**config.mk**
```make
export PLATFORM = sky130hd
export DESIGN_NAME = key_debounce_event_queue_core
export DESIGN_NICKNAME = d
export VERILOG_FILES = /design/src/kdeq_pkg.sv /design/src/kdeq_lane.sv /design/src/kdeq_queue.sv /design/src/key_debounce_event_queue_core.sv
export SDC_FILE = /design/constraint.sdc
export NUM_CORES = 1
export LEC_CHECK = 0
export BUFFER_PORTS_ARGS = -buffer_cell sky130_fd_sc_hd__buf_4
export CAP_MARGIN = 20
export CORE_UTILIZATION = 60
export CTS_BUF_LIST = sky130_fd_sc_hd__clkbuf_2
export DETAILED_ROUTE_END_ITERATION = 8
export GPL_TIMING_DRIVEN = 0
export PLACE_DENSITY = 0.87
export SLEW_MARGIN = 20
export SYNTH_ARGS = -nofsm -noshare
export SYNTH_HDL_FRONTEND = slang
export SYNTH_HIERARCHICAL = 1
export SYNTH_SLANG_ARGS = --single-unit
export TNS_END_PERCENT = 100
```
**constraint.sdc**
```tcl
create_clock -name clock -period 6.8 [get_ports clock]
set_input_delay 0.68 -clock clock [delete_from_list [all_inputs] [get_ports clock]]
set_output_delay 0.68 -clock clock [all_outputs]
set_load 0.03 [all_outputs]
```
**src/kdeq_pkg.sv**
```systemverilog
// Shared types, constants and codes for the key debounce event queue.
package kdeq_pkg;

   localparam int NumKeysDefault    = 3;
   localparam int QueueDepthDefault = 16;

   localparam int CodeW  = 5;
   localparam int KeysW  = 8;
   localparam int CountW = 8;
   localparam int HoldW  = 16;
   localparam int RepW   = 8;
   localparam int DebW   = 7;
   localparam int CsrW   = 16;

   // Function selector of an input item.
   localparam logic [1:0] FuncScan  = 2'd0;
   localparam logic [1:0] FuncRead  = 2'd1;
   localparam logic [1:0] FuncClear = 2'd2;

   // Register indexes of the configuration port.
   localparam logic [1:0] CsrDebounceTicks  = 2'd0;
   localparam logic [1:0] CsrLongPressTicks = 2'd1;
   localparam logic [1:0] CsrRepeatTicks    = 2'd2;

   localparam logic [DebW-1:0]   DebounceTicksReset  = 7'd5;
   localparam logic [HoldW-1:0]  LongPressTicksReset = 16'd100;
   localparam logic [RepW-1:0]   RepeatTicksReset    = 8'd0;
   localparam logic [CountW-1:0] DebounceCountReset  = CountW'(5 / 2);

   typedef struct packed {
      logic [DebW-1:0]  debounce_ticks;
      logic [HoldW-1:0] long_press_ticks;
      logic [RepW-1:0]  repeat_ticks;
   } cfg_type;

   // Up to two events that one key raises on one scan tick, in queue order.
   typedef struct packed {
      logic             first_valid;
      logic [CodeW-1:0] first_code;
      logic             second_valid;
      logic [CodeW-1:0] second_code;
   } lane_event_type;

   typedef enum logic [2:0] {
      ST_IDLE = 3'b001,
      ST_PUSH = 3'b010,
      ST_DONE = 3'b100
   } state_type;

endpackage

```
**src/kdeq_lane.sv**
```systemverilog
// Debounce, hold and repeat logic of one key.
module kdeq_lane #(
   parameter int LANE_ID = 0
) (
   input  logic                     clock,
   input  logic                     reset,
   input  logic                     scan_en,
   input  logic                     pressed,
   input  kdeq_pkg::cfg_type        cfg,
   output logic                     key_down,
   output kdeq_pkg::lane_event_type events
);
   import kdeq_pkg::*;

   localparam logic [CodeW-1:0] CodePress   = CodeW'(3 * LANE_ID + 1);
   localparam logic [CodeW-1:0] CodeRelease = CodeW'(3 * LANE_ID + 2);
   localparam logic [CodeW-1:0] CodeLong    = CodeW'(3 * LANE_ID + 3);

   logic [CountW-1:0] count_ff, count_in;
   logic              down_ff, down_in;
   logic [HoldW-1:0]  hold_ff, hold_in;
   logic [RepW-1:0]   rep_ff, rep_in;
   lane_event_type    events_ff, events_in;

   logic [CountW-1:0] deb_once;
   logic [CountW-1:0] deb_twice;
   logic [HoldW-1:0]  hold_inc;
   logic [RepW-1:0]   rep_inc;

   assign deb_once  = {1'b0, cfg.debounce_ticks};
   assign deb_twice = {cfg.debounce_ticks, 1'b0};
   assign hold_inc  = hold_ff + HoldW'(1);
   assign rep_inc   = rep_ff + RepW'(1);

   always_comb begin
      count_in               = count_ff;
      down_in                = down_ff;
      hold_in                = hold_ff;
      rep_in                 = rep_ff;
      events_in.first_valid  = 1'b0;
      events_in.first_code   = CodePress;
      events_in.second_valid = 1'b0;
      events_in.second_code  = CodePress;
      if (pressed) begin
         if (count_ff < deb_once) begin
            count_in = deb_once;
         end else if (count_ff < deb_twice) begin
            count_in = count_ff + CountW'(1);
         end else begin
            if (!down_ff) begin
               down_in               = 1'b1;
               events_in.first_valid = 1'b1;
            end
            if (cfg.long_press_ticks != '0) begin
               // The hold count saturates; the long event fires only when it is reached.
               if (hold_ff != '1) begin
                  hold_in = hold_inc;
                  if (hold_inc == cfg.long_press_ticks) begin
                     events_in.second_valid = 1'b1;
                     events_in.second_code  = CodeLong;
                  end
               end
            end else if (cfg.repeat_ticks != '0) begin
               rep_in = rep_inc;
               if (rep_inc >= cfg.repeat_ticks) begin
                  rep_in                 = '0;
                  events_in.second_valid = 1'b1;
               end
            end
         end
      end else begin
         if (count_ff > deb_once) begin
            count_in = deb_once;
         end else if (count_ff != '0) begin
            count_in = count_ff - CountW'(1);
         end else if (down_ff) begin
            down_in               = 1'b0;
            events_in.first_valid = 1'b1;
            events_in.first_code  = CodeRelease;
         end
         rep_in  = '0;
         hold_in = '0;
      end
   end

   always_ff @(posedge clock) begin
      if (reset) begin
         count_ff  <= DebounceCountReset;
         down_ff   <= 1'b0;
         hold_ff   <= '0;
         rep_ff    <= '0;
         events_ff <= '0;
      end else if (scan_en) begin
         count_ff  <= count_in;
         down_ff   <= down_in;
         hold_ff   <= hold_in;
         rep_ff    <= rep_in;
         events_ff <= events_in;
      end
   end

   assign key_down = down_ff;
   assign events   = events_ff;

endmodule

```
**src/kdeq_queue.sv**
```systemverilog
// Ring queue of event codes without a full check.
module kdeq_queue #(
   parameter int QUEUE_DEPTH = kdeq_pkg::QueueDepthDefault
) (
   input  logic                       clock,
   input  logic                       reset,
   input  logic                       push_valid,
   input  logic [kdeq_pkg::CodeW-1:0] push_code,
   input  logic                       pop,
   input  logic                       clear,
   output logic [kdeq_pkg::CodeW-1:0] pop_code
);
   import kdeq_pkg::*;

   localparam int PtrW = $clog2(QUEUE_DEPTH);
   localparam logic [PtrW-1:0] PtrLast = PtrW'(QUEUE_DEPTH - 1);

   logic [CodeW-1:0] mem [QUEUE_DEPTH];
   logic [PtrW-1:0]  rd_ptr_ff, rd_ptr_in;
   logic [PtrW-1:0]  wr_ptr_ff, wr_ptr_in;
   logic [CodeW-1:0] pop_code_ff;
   logic             empty;

   assign empty = (rd_ptr_ff == wr_ptr_ff);

   always_comb begin
      rd_ptr_in = rd_ptr_ff;
      wr_ptr_in = wr_ptr_ff;
      if (push_valid) begin
         wr_ptr_in = (wr_ptr_ff == PtrLast) ? '0 : wr_ptr_ff + PtrW'(1);
      end
      if (pop && !empty) begin
         rd_ptr_in = (rd_ptr_ff == PtrLast) ? '0 : rd_ptr_ff + PtrW'(1);
      end else if (clear) begin
         rd_ptr_in = wr_ptr_ff;
      end
   end

   always_ff @(posedge clock) begin
      if (reset) begin
         rd_ptr_ff <= '0;
         wr_ptr_ff <= '0;
      end else begin
         rd_ptr_ff <= rd_ptr_in;
         wr_ptr_ff <= wr_ptr_in;
      end
   end

   always_ff @(posedge clock) begin
      if (push_valid) begin
         mem[wr_ptr_ff] <= push_code;
      end
      if (pop) begin
         pop_code_ff <= empty ? '0 : mem[rd_ptr_ff];
      end
   end

   assign pop_code = pop_code_ff;

endmodule

```
**src/key_debounce_event_queue_core.sv**
```systemverilog
// A scan walks its event slots in the push state, since the event queue takes one event slot
// per cycle, then moves to the done state; a read, a clear or an unused function moves
// straight to the done state. The done state loads the output register once it is free or
// its result is taken. One item is in work at a time: no new item is taken before the last
// result is loaded. A finished result waits in the output register while the next item is
// taken. Synchronous active-high reset restores the register defaults, resets the key state,
// empties the queue and drops the result valid; queue contents are not cleared.
module key_debounce_event_queue_core #(
   parameter int NUM_KEYS    = kdeq_pkg::NumKeysDefault,
   parameter int QUEUE_DEPTH = kdeq_pkg::QueueDepthDefault
) (
   input  logic                       clock,
   input  logic                       reset,
   input  logic                       req_valid,
   output logic                       req_ready,
   input  logic [1:0]                 req_func,
   input  logic [kdeq_pkg::KeysW-1:0] req_key_pressed,
   output logic                       rsp_valid,
   input  logic                       rsp_ready,
   output logic [kdeq_pkg::CodeW-1:0] rsp_key_code,
   output logic [kdeq_pkg::KeysW-1:0] rsp_key_states,
   input  logic                       csr_wr_en,
   input  logic [1:0]                 csr_index,
   input  logic [kdeq_pkg::CsrW-1:0]  csr_wdata
);
   import kdeq_pkg::*;

   localparam int NumSlots = 2 * NUM_KEYS;
   localparam int SlotW    = $clog2(NumSlots);
   localparam logic [SlotW-1:0] SlotLast = SlotW'(NumSlots - 1);

   cfg_type          cfg_ff;
   state_type        state_ff, state_in;
   logic [SlotW-1:0] slot_ff, slot_in;
   logic             is_read_ff, is_read_in;
   logic             rsp_valid_ff;
   logic [CodeW-1:0] rsp_key_code_ff;
   logic [KeysW-1:0] rsp_key_states_ff;

   logic             accept;
   logic             scan_en;
   logic             pop;
   logic             clear;
   logic             push_valid;
   logic             load_rsp;
   logic [CodeW-1:0] pop_code;

   logic [NUM_KEYS-1:0] key_down_vec;
   lane_event_type      lane_events [NUM_KEYS];
   logic                slot_valid  [NumSlots];
   logic [CodeW-1:0]    slot_code   [NumSlots];

   assign req_ready = (state_ff == ST_IDLE);
   assign accept    = req_valid && req_ready;
   assign scan_en   = accept && (req_func == FuncScan);
   assign pop       = accept && (req_func == FuncRead);
   assign clear     = accept && (req_func == FuncClear);

   // Configuration registers; a write leaves all counters alone.
   always_ff @(posedge clock) begin
      if (reset) begin
         cfg_ff.debounce_ticks   <= DebounceTicksReset;
         cfg_ff.long_press_ticks <= LongPressTicksReset;
         cfg_ff.repeat_ticks     <= RepeatTicksReset;
      end else if (csr_wr_en) begin
         unique case (csr_index)
            CsrDebounceTicks:  cfg_ff.debounce_ticks   <= csr_wdata[DebW-1:0];
            CsrLongPressTicks: cfg_ff.long_press_ticks <= csr_wdata[HoldW-1:0];
            CsrRepeatTicks:    cfg_ff.repeat_ticks     <= csr_wdata[RepW-1:0];
            default: ;
         endcase
      end
   end

   for (genvar k = 0; k < NUM_KEYS; k++) begin : g_lane
      kdeq_lane #(
         .LANE_ID(k)
      ) u_lane (
         .clock    (clock),
         .reset    (reset),
         .scan_en  (scan_en),
         .pressed  (req_key_pressed[k]),
         .cfg      (cfg_ff),
         .key_down (key_down_vec[k]),
         .events   (lane_events[k])
      );
      assign slot_valid[2*k]   = lane_events[k].first_valid;
      assign slot_code[2*k]    = lane_events[k].first_code;
      assign slot_valid[2*k+1] = lane_events[k].second_valid;
      assign slot_code[2*k+1]  = lane_events[k].second_code;
   end

   // Event slots are walked in key order, one per cycle, and each valid one is pushed.
   assign push_valid = (state_ff == ST_PUSH) && slot_valid[slot_ff];

   kdeq_queue #(
      .QUEUE_DEPTH(QUEUE_DEPTH)
   ) u_queue (
      .clock      (clock),
      .reset      (reset),
      .push_valid (push_valid),
      .push_code  (slot_code[slot_ff]),
      .pop        (pop),
      .clear      (clear),
      .pop_code   (pop_code)
   );

   assign load_rsp = (state_ff == ST_DONE) && (!rsp_valid_ff || rsp_ready);

   always_comb begin
      state_in   = state_ff;
      slot_in    = slot_ff;
      is_read_in = is_read_ff;
      unique case (state_ff)
         ST_IDLE: begin
            if (accept) begin
               is_read_in = (req_func == FuncRead);
               slot_in    = '0;
               state_in   = (req_func == FuncScan) ? ST_PUSH : ST_DONE;
            end
         end
         ST_PUSH: begin
            if (slot_ff == SlotLast) begin
               state_in = ST_DONE;
            end else begin
               slot_in = slot_ff + SlotW'(1);
            end
         end
         ST_DONE: begin
            if (load_rsp) begin
               state_in = ST_IDLE;
            end
         end
         default: state_in = ST_IDLE;
      endcase
   end

   always_ff @(posedge clock) begin
      if (reset) begin
         state_ff     <= ST_IDLE;
         slot_ff      <= '0;
         is_read_ff   <= 1'b0;
         rsp_valid_ff <= 1'b0;
      end else begin
         state_ff   <= state_in;
         slot_ff    <= slot_in;
         is_read_ff <= is_read_in;
         if (load_rsp) begin
            rsp_valid_ff <= 1'b1;
         end else if (rsp_ready) begin
            rsp_valid_ff <= 1'b0;
         end
      end
   end

   always_ff @(posedge clock) begin
      if (load_rsp) begin
         rsp_key_code_ff   <= is_read_ff ? pop_code : '0;
         rsp_key_states_ff <= KeysW'(key_down_vec);
      end
   end

   assign rsp_valid      = rsp_valid_ff;
   assign rsp_key_code   = rsp_key_code_ff;
   assign rsp_key_states = rsp_key_states_ff;

endmodule

```
==> results of run 1 <==
-- area by class of cell --
cell class | count | share of cell area (%)
multi-input cells | 1355 | 53.05
flip-flops and latches | 257 | 34.10
plain buffers | 126 | 3.679
clock buffers | 101 | 2.837
well taps | 341 | 2.394
inverters | 83 | 1.748
repair buffers | 35 | 1.475
clock inverters | 24 | 0.6881
diodes | 2 | 0.02809
-- metal layers --
metal	vias to the layer above	share of wire [%]	GRT usage, %
li1	7040	-	-
met1	7231	38	42.81
met2	906	46	53.70
met3	171	11	7.091
met4	0	4.1	16.99
met5	-	0	0
-- placed cells by master (no fill, tap or decap), types with 39 or more instances in the layout --
cell type,n
clkbuf_2,102
o21ai_0,76
inv_1,82
clkbuf_1,64
xnor2_1,50
nand3_1,79
a21oi_1,96
nor2_1,112
a31oi_1,42
nor4_1,39
edfxtp_1,93
ha_1,85
nand2_1,154
dfxtp_1,164
buf_4,60
-- logic make-up after synthesis --
logic type	Yosys count	synth area share, %
and+or+nand+nor	653	21.16
AOI/OAI and AO/OA	456	19.17
DFF	257	37.02
buffers and inverters	209	5.892
adders and majority gates	85	6.479
xor gates and xnor gates	79	4.352
muxes	63	5.839
other	4	0.09144
-- final timing paths --
check / cells after the start / slack, ns / start / endpoint
max: 9 / 3.28 / cfg_ff[26] / g_lane[2].u_lane/count_ff[4]
max reg2reg: 9 / 3.28 / cfg_ff[26] / g_lane[2].u_lane/count_ff[4]
min reg2reg: 2 / 0.47 / g_lane[1].u_lane/key_down / g_lane[1].u_lane/events[6]
min: 3 / 0.04 / csr_wdata[13] / cfg_ff[21]
-- cells in the mapped netlist, drive strengths merged, types with 8 or more instances --
master and n:
dfxtp 164, nand2 155, nor2 112, a21oi 97
edfxtp 93, ha 85, o21ai 85, inv 82
nand3 81, clkbuf 66, buf 59, xnor2 51
a31oi 42, nor4 41, nor3 36, and2 35
mux2i 35, and3 31, a211oi 28, nand4 28
xor2 28, mux4 26, nand2b 23, o211ai 23
or4 22, a22oi 20, a21o 16, nor2b 16
a41oi 15, or3 15, o31ai 13, o211a 12
nor3b 10, a221oi 9, nand3b 9, o32ai 9
o21a 8
-- through the flow --
| step | hold slack (ns) | cell area, um2 | std cells |
|---|---|---|---|
| global placement | 0.4426 | 17150 | 2196 |
| CTS | 0.003678 | 17800 | 2322 |
| finish | 0.03996 | 17820 | 2324 |
| global route | 0.002308 | 17820 | 2323 |
| detailed placement | 0.4485 | 17170 | 2197 |
| floorplan | 0.4299 | 16470 | 1821 |
-- state kept, by name, indices dropped and copies added (netlist names) --
signal,count
cfg_ff,31
g_lane.u_lane/count_ff,24
g_lane.u_lane/events,18
g_lane.u_lane/hold_ff,48
g_lane.u_lane/key_down,3
g_lane.u_lane/rep_ff,24
is_read_ff,1
rsp_key_code,5
rsp_key_states,3
rsp_valid,1
slot_ff,3
state_ff,3
u_queue/mem,80
u_queue/pop_code,5
u_queue/rd_ptr_ff,4
u_queue/wr_ptr_ff,4
-- power breakdown --
group,switching (mW),internal (mW)
clock,0.690,0.409
sequential,0.0418,1.60
combinational,0.241,0.141
-- worst reg2reg max path, stage by stage, from the launching register on --
cell	delay, ns
dfxtp_1	0.73
inv_1	0.15
ha_1	0.36
and3b_1	0.21
o211a_1	0.27
o21ai_1	0.51
clkbuf_1	0.51
nor2_1	0.10
a2111oi_0	0.41
o22ai_1	0.16
==> metrics.md, run 1 <==
| Metric | Value |
|---|---|
| Hold Vio Cnt, Final | 0 |
| Worst-skew pair later-pin latency | 0.89 ns |
| PD cells | 175.5 nW/um2 |
| Layout fillers | 2146 |
| First-pass GRT wire length | 75080 um |
| Final WL | 47460 um |
| Dominant synthesized flop cell | dfxtp_1 |
| Area delta synth->final | 8.560% |
| Yosys reg bits | 257 |
| Synth area leader | dfxtp_1 |
| Max stage delay on crit path | 0.73 ns |
| Gr usage total | 33.51% |
| TritonCTS Buffers | 69 |
| Area of the multi-input gates | 9454 um2 |
| Die Ht | 167.4 um |
| Mapped cell area | 16410 um2 |
| Largest net degree at the start of global routing | 17 |
| Fin crit share | 51.73% |
| H-tree depth | 3 |
| Fin crit period | 3.518 ns |
| Setup Viol. Count Final | 0 |
| Sequential-to-total area share from yosys stat | 37.02% |
| Worst slack at placement | 3.427 ns |
| RSZ-0062 raised after global routing | no |
| Vias in the first global route | 14.74k |
| Post-synth EDFFs | 93 |
| Post-CTS setup buffers | 0 |
| Max clock buf depth | 3 |
| Setup TNS | 0 ns |
| Critical-path top delay cell | dfxtp_1 |
| Finished Core Util | 66.30% |
| Cts-stage hold buffer count | 0 |
| Area contributors post-synth | dfxtp_1, edfxtp_1, ha_1 |
| Total grt overflow | 0 |
| Kind of critical path | flip-flop to flip-flop |
| CP Max Fanout | 10 |
| Vias | 15.35k |
| Final setup skew | 0.08561 ns |
| # DRC | 0 |
| Async set-reset flop share out of synthesis | 0% |
| Vias per cell | 6.604 |
| GPL Wtd Cong | 0.9439 |
| Chip width | 167.4 um |
| Buf/Inv on CP | 2 |
| Die area | 28020 um2 |
| Outcome | completed |
| Final WS setup | 3.282 ns |
| Initial core utilization | 61.08% |
| Worst Hold Class | input pin to flip-flop |
| CP top delay family | compound AO/OA/AOI/OAI gates |
| FP Rows | 60 |
| Clock-pin slew on the worst setup and hold paths | 0.10 ns |
| CTS tree | yes |
| Static Leak | 6.571 nW |
| Worst slew pin tran | 1.135 ns |
| Mapped Cells | 1806 |
| Register area | 6076 um2 |
| Slew headroom | 23.86% |
| Pwr Total | 3.128 mW |
| Top cell type's share of synthesized area | 20.00% |
| Peak supply drop | 98.07 uV |
| CTS root buffer | clkbuf_2 |
| Routed len/inst | 20.42 um |
| Max-slew violations | 0 |
| Cell chain of the critical path | inv_1 > ha_1 > and3b_1 > o211a_1 > o21ai_1 > clkbuf_1 > nor2_1 > a2111oi_0 > o22ai_1 |
| CP arrival | 4.27 ns |
| Mean Syn Cell Area | 9.089 um2 |
| Detailed placer's ending HPWL | 34180 um |
| CP Launch Type | flip-flop |
| Num ports | 48 |
| Max Freq | 284.3 MHz |
| DR pass1 iterations | 8 |
| Netlist cell types | 105 |
| Initial antenna violation count | 2 |
| WP data required | 7.55 ns |
| Post-CTS sizing | 0 |
| Core Region | 26880 um2 |
| Crit end category | flip-flop |
| DR iter-0 viols | 1563 |
| Detail Route Antenna Nets | 0 |
| Max cap viols | 0 |
| Synth warn | 6 |
| CTS Sinks | 257 |
| Port Buffers | 34 |
| Share of cells above drive strength 1 | 13.88% |
| Final net count | 2045 |
Power figures use the tool's default switching activity.
==> run 2: changes to the inputs <==
- CORE_UTILIZATION: 60 -> 59
- PLACE_DENSITY: 0.87 -> 0.89
- clock period: 6.8 -> 3.1 ns (I/O delays scaled with it)
==> metrics.md, run 2 (synthesized netlist as in run 1, its figures left out) <==
| Metric | Value |
|---|---|
| Vias per cell | 6.511 (was 6.604) |
| Sequential power share | 49.2% (was 52.6%) |
| CTS Sinks | 257 (unchanged) |
| Setup Viol. Count Final | 0 (unchanged) |
| CP Launch Type | flip-flop (unchanged) |
| Initial antenna violation count | 1 (was 2) |
| Die area | 28490 um2 (was 28020 um2) |
| CP arrival | 3.72 ns (was 4.27 ns) |
| Internal Power | 5.082 mW (was 2.154 mW) |
| First-pass GRT wire length | 75920 um (was 75080 um) |
| P_sw | 2.258 mW (was 0.9733 mW) |
| Worst-skew pair later-pin latency | 0.93 ns (was 0.89 ns) |
| Final setup skew | 0.1218 ns (was 0.08561 ns) |
| Num ports | 48 (unchanged) |
| Crit end category | flip-flop (unchanged) |
| CTS root buffer | clkbuf_2 (unchanged) |
| Fin crit share | 97.02% (was 51.73%) |
| Worst Hold Class | input pin to flip-flop (unchanged) |
| Clock Power Share | 38.3% (was 35.2%) |
| Chip width | 168.8 um (was 167.4 um) |
| Peak supply drop | 254.9 uV (was 98.07 uV) |
| Core Region | 27100 um2 (was 26880 um2) |
| Area delta synth->final | 12.94% (was 8.560%) |
| Placed insts | 2228 (was 2197) |
| # DRC | 0 (unchanged) |
| Pwr Total | 7.340 mW (was 3.128 mW) |
| CTS tree | yes (unchanged) |
| CP Max Fanout | 7 (was 10) |
| Die Ht | 168.8 um (was 167.4 um) |
| Max Freq | 332.5 MHz (was 284.3 MHz) |
| Largest net degree at the start of global routing | 17 (unchanged) |
| Switch share | 30.76% (was 31.12%) |
| RSZ-0062 raised after global routing | yes (was no) |
| Top flop regs | u_queue/mem x80, g_lane.u_lane/hold_ff x48, cfg_ff x31 (unchanged) |
| Worst slew pin tran | 1.002 ns (was 1.135 ns) |
| Detail Route Antenna Nets | 0 (unchanged) |
| Layout fillers | 2053 (was 2146) |
| Vias | 15.64k (was 15.35k) |
| Most common cell after layout, fill and taps aside | nand2_1 (was dfxtp_1) |
| TritonCTS Buffers | 71 (was 69) |
| Most flop-heavy register | u_queue/mem (unchanged) |
| Static Leak | 6.863 nW (was 6.571 nW) |
| Max-slew violations | 0 (unchanged) |
| Vias in the first global route | 14.99k (was 14.74k) |
| Outcome | completed (unchanged) |
| GPL Wtd Cong | 1.004 (was 0.9439) |
| Total grt overflow | 0 (unchanged) |
| Clock-pin slew on the worst setup and hold paths | 0.10 ns (about the same) |
| PD cells | 395.9 nW/um2 (was 175.5 nW/um2) |
| Fin crit period | 3.008 ns (was 3.518 ns) |
| Share of cells above drive strength 1 | 16.02% (was 13.88%) |
| Port Buffers | 34 (unchanged) |
| Slew headroom | 32.77% (was 23.86%) |
| H-tree depth | 3 (unchanged) |
| WP data required | 3.81 ns (was 7.55 ns) |
| Detailed placer's ending HPWL | 33660 um (was 34180 um) |
| FP Rows | 60 (unchanged) |
| Final net count | 2089 (was 2045) |
| Max FFs per register | 80 (unchanged) |
| Kind of critical path | flip-flop to flip-flop (unchanged) |
| Logic gate share of total power | 12.4% (was 12.2%) |
| Max cap viols | 0 (unchanged) |
| DR iter-0 viols | 1749 (was 1563) |
| Layout Cells excl Fill | 2402 (was 2324) |
| Final WL | 47930 um (was 47460 um) |
| Initial core utilization | 60.57% (was 61.08%) |
| Hold Vio Cnt, Final | 0 (unchanged) |
| Max clock buf depth | 3 (unchanged) |
| Most frequent cells in the layout | nand2_1, dfxtp_1, nor2_1 (was dfxtp_1, nand2_1, nor2_1) |
| DR pass1 iterations | 6 (was 8) |
| Gr usage total | 33.45% (was 33.51%) |
| Routed len/inst | 19.95 um (was 20.42 um) |
run 2: changes by cell type in the layout (fill, tap and decap cells not counted), moves of 3 or more:
cell	change
a21oi_1	-4
clkinv_2	+9
dlygate4sd3_1	+34
dfxtp_2	+10
a21oi_2	+4
buf_4	+8
dfxtp_1	-12
bufinv_16	+4
clkbuf_2	-3
clkbuf_1	-6
o21ai_2	+3
clkinv_4	-3
run 2: layout make-up:
cell class	count	area, um2	share of cell area (%)
Clock inverter	37	280.3	1.512
Buffer	126	669.4	3.611
Tap cell	372	465.4	2.511
Inverter	83	311.5	1.681
Clock buffer	94	470.5	2.538
Sequential cell	257	6096	32.88
Multi-Input combinational cell	1355	9579	51.67
Antenna cell	1	2.502	0.01350
Timing Repair Buffer	77	663.1	3.577
run 2: final timing paths:
check / start / end / slack [ns] / cells after the start
max: cfg_ff[26] / g_lane[0].u_lane/hold_ff[11] / 0.09 / 11
min: req_key_pressed[1] / g_lane[1].u_lane/count_ff[7] / 0.15 / 5
max reg2reg: cfg_ff[26] / g_lane[0].u_lane/hold_ff[11] / 0.09 / 11
min reg2reg: g_lane[2].u_lane/events[9] / g_lane[2].u_lane/events[9] / 0.48 / 2
run 2: through the flow:
step | cell area (um2) | setup WS (ns) | utilization (%) | setup TNS (ns) | hold slack (ns)
CTS | 18330 | 0.002288 | 67.63 | 0 | 0.07303
global placement | 17190 | -1.093 | 63.43 | -58.15 | 0.4453
detailed placement | 17200 | -0.2252 | 63.48 | -3.655 | 0.4638
global route | 18540 | -0.01591 | 68.40 | -0.05200 | 0.1535
finish | 18540 | 0.09246 | 68.40 | 0 | 0.1531
floorplan | 16470 | 0.3754 | - | 0 | 0.4299
run 2: critical path, stage by stage, from the launching register on:
cell and delay (ns):
dfxtp_4 0.46, inv_1 0.11, ha_1 0.33, a21o_1 0.19, a211o_1 0.37, a21o_1 0.23, and4_1 0.15, buf_2 0.16
and2_1 0.16, clkbuf_1 0.22, a221oi_1 0.34, nor2_1 0.08
run 2: layer usage:
layer	track usage (%)	share of wire [%]	vias to the layer above
met5	0	0	-
met4	18.30	4.8	0
met3	7.762	11	211
met2	54.58	46	984
met1	40.98	38	7304
li1	-	-	7140
run 2: power groups by stage:
stage | clock [mW] | sequential, mW | combinational (mW)
detailed placement | 0 | 3.69 | 0.800
floorplan | 0 | 3.65 | 0.583
finish | 2.81 | 3.61 | 0.914
global route | 3.03 | 3.62 | 0.985
global placement | 0 | 3.68 | 0.774
CTS | 2.84 | 3.61 | 0.840
run 2: what timing repair did:
action	4_1_cts	5_1_grt
endpoints found under the hold margin	74	0
pin swaps	0	8
resized for setup	14	42
buffers inserted	0	8
endpoints found under the setup margin	55	65
hold buffers	34	0
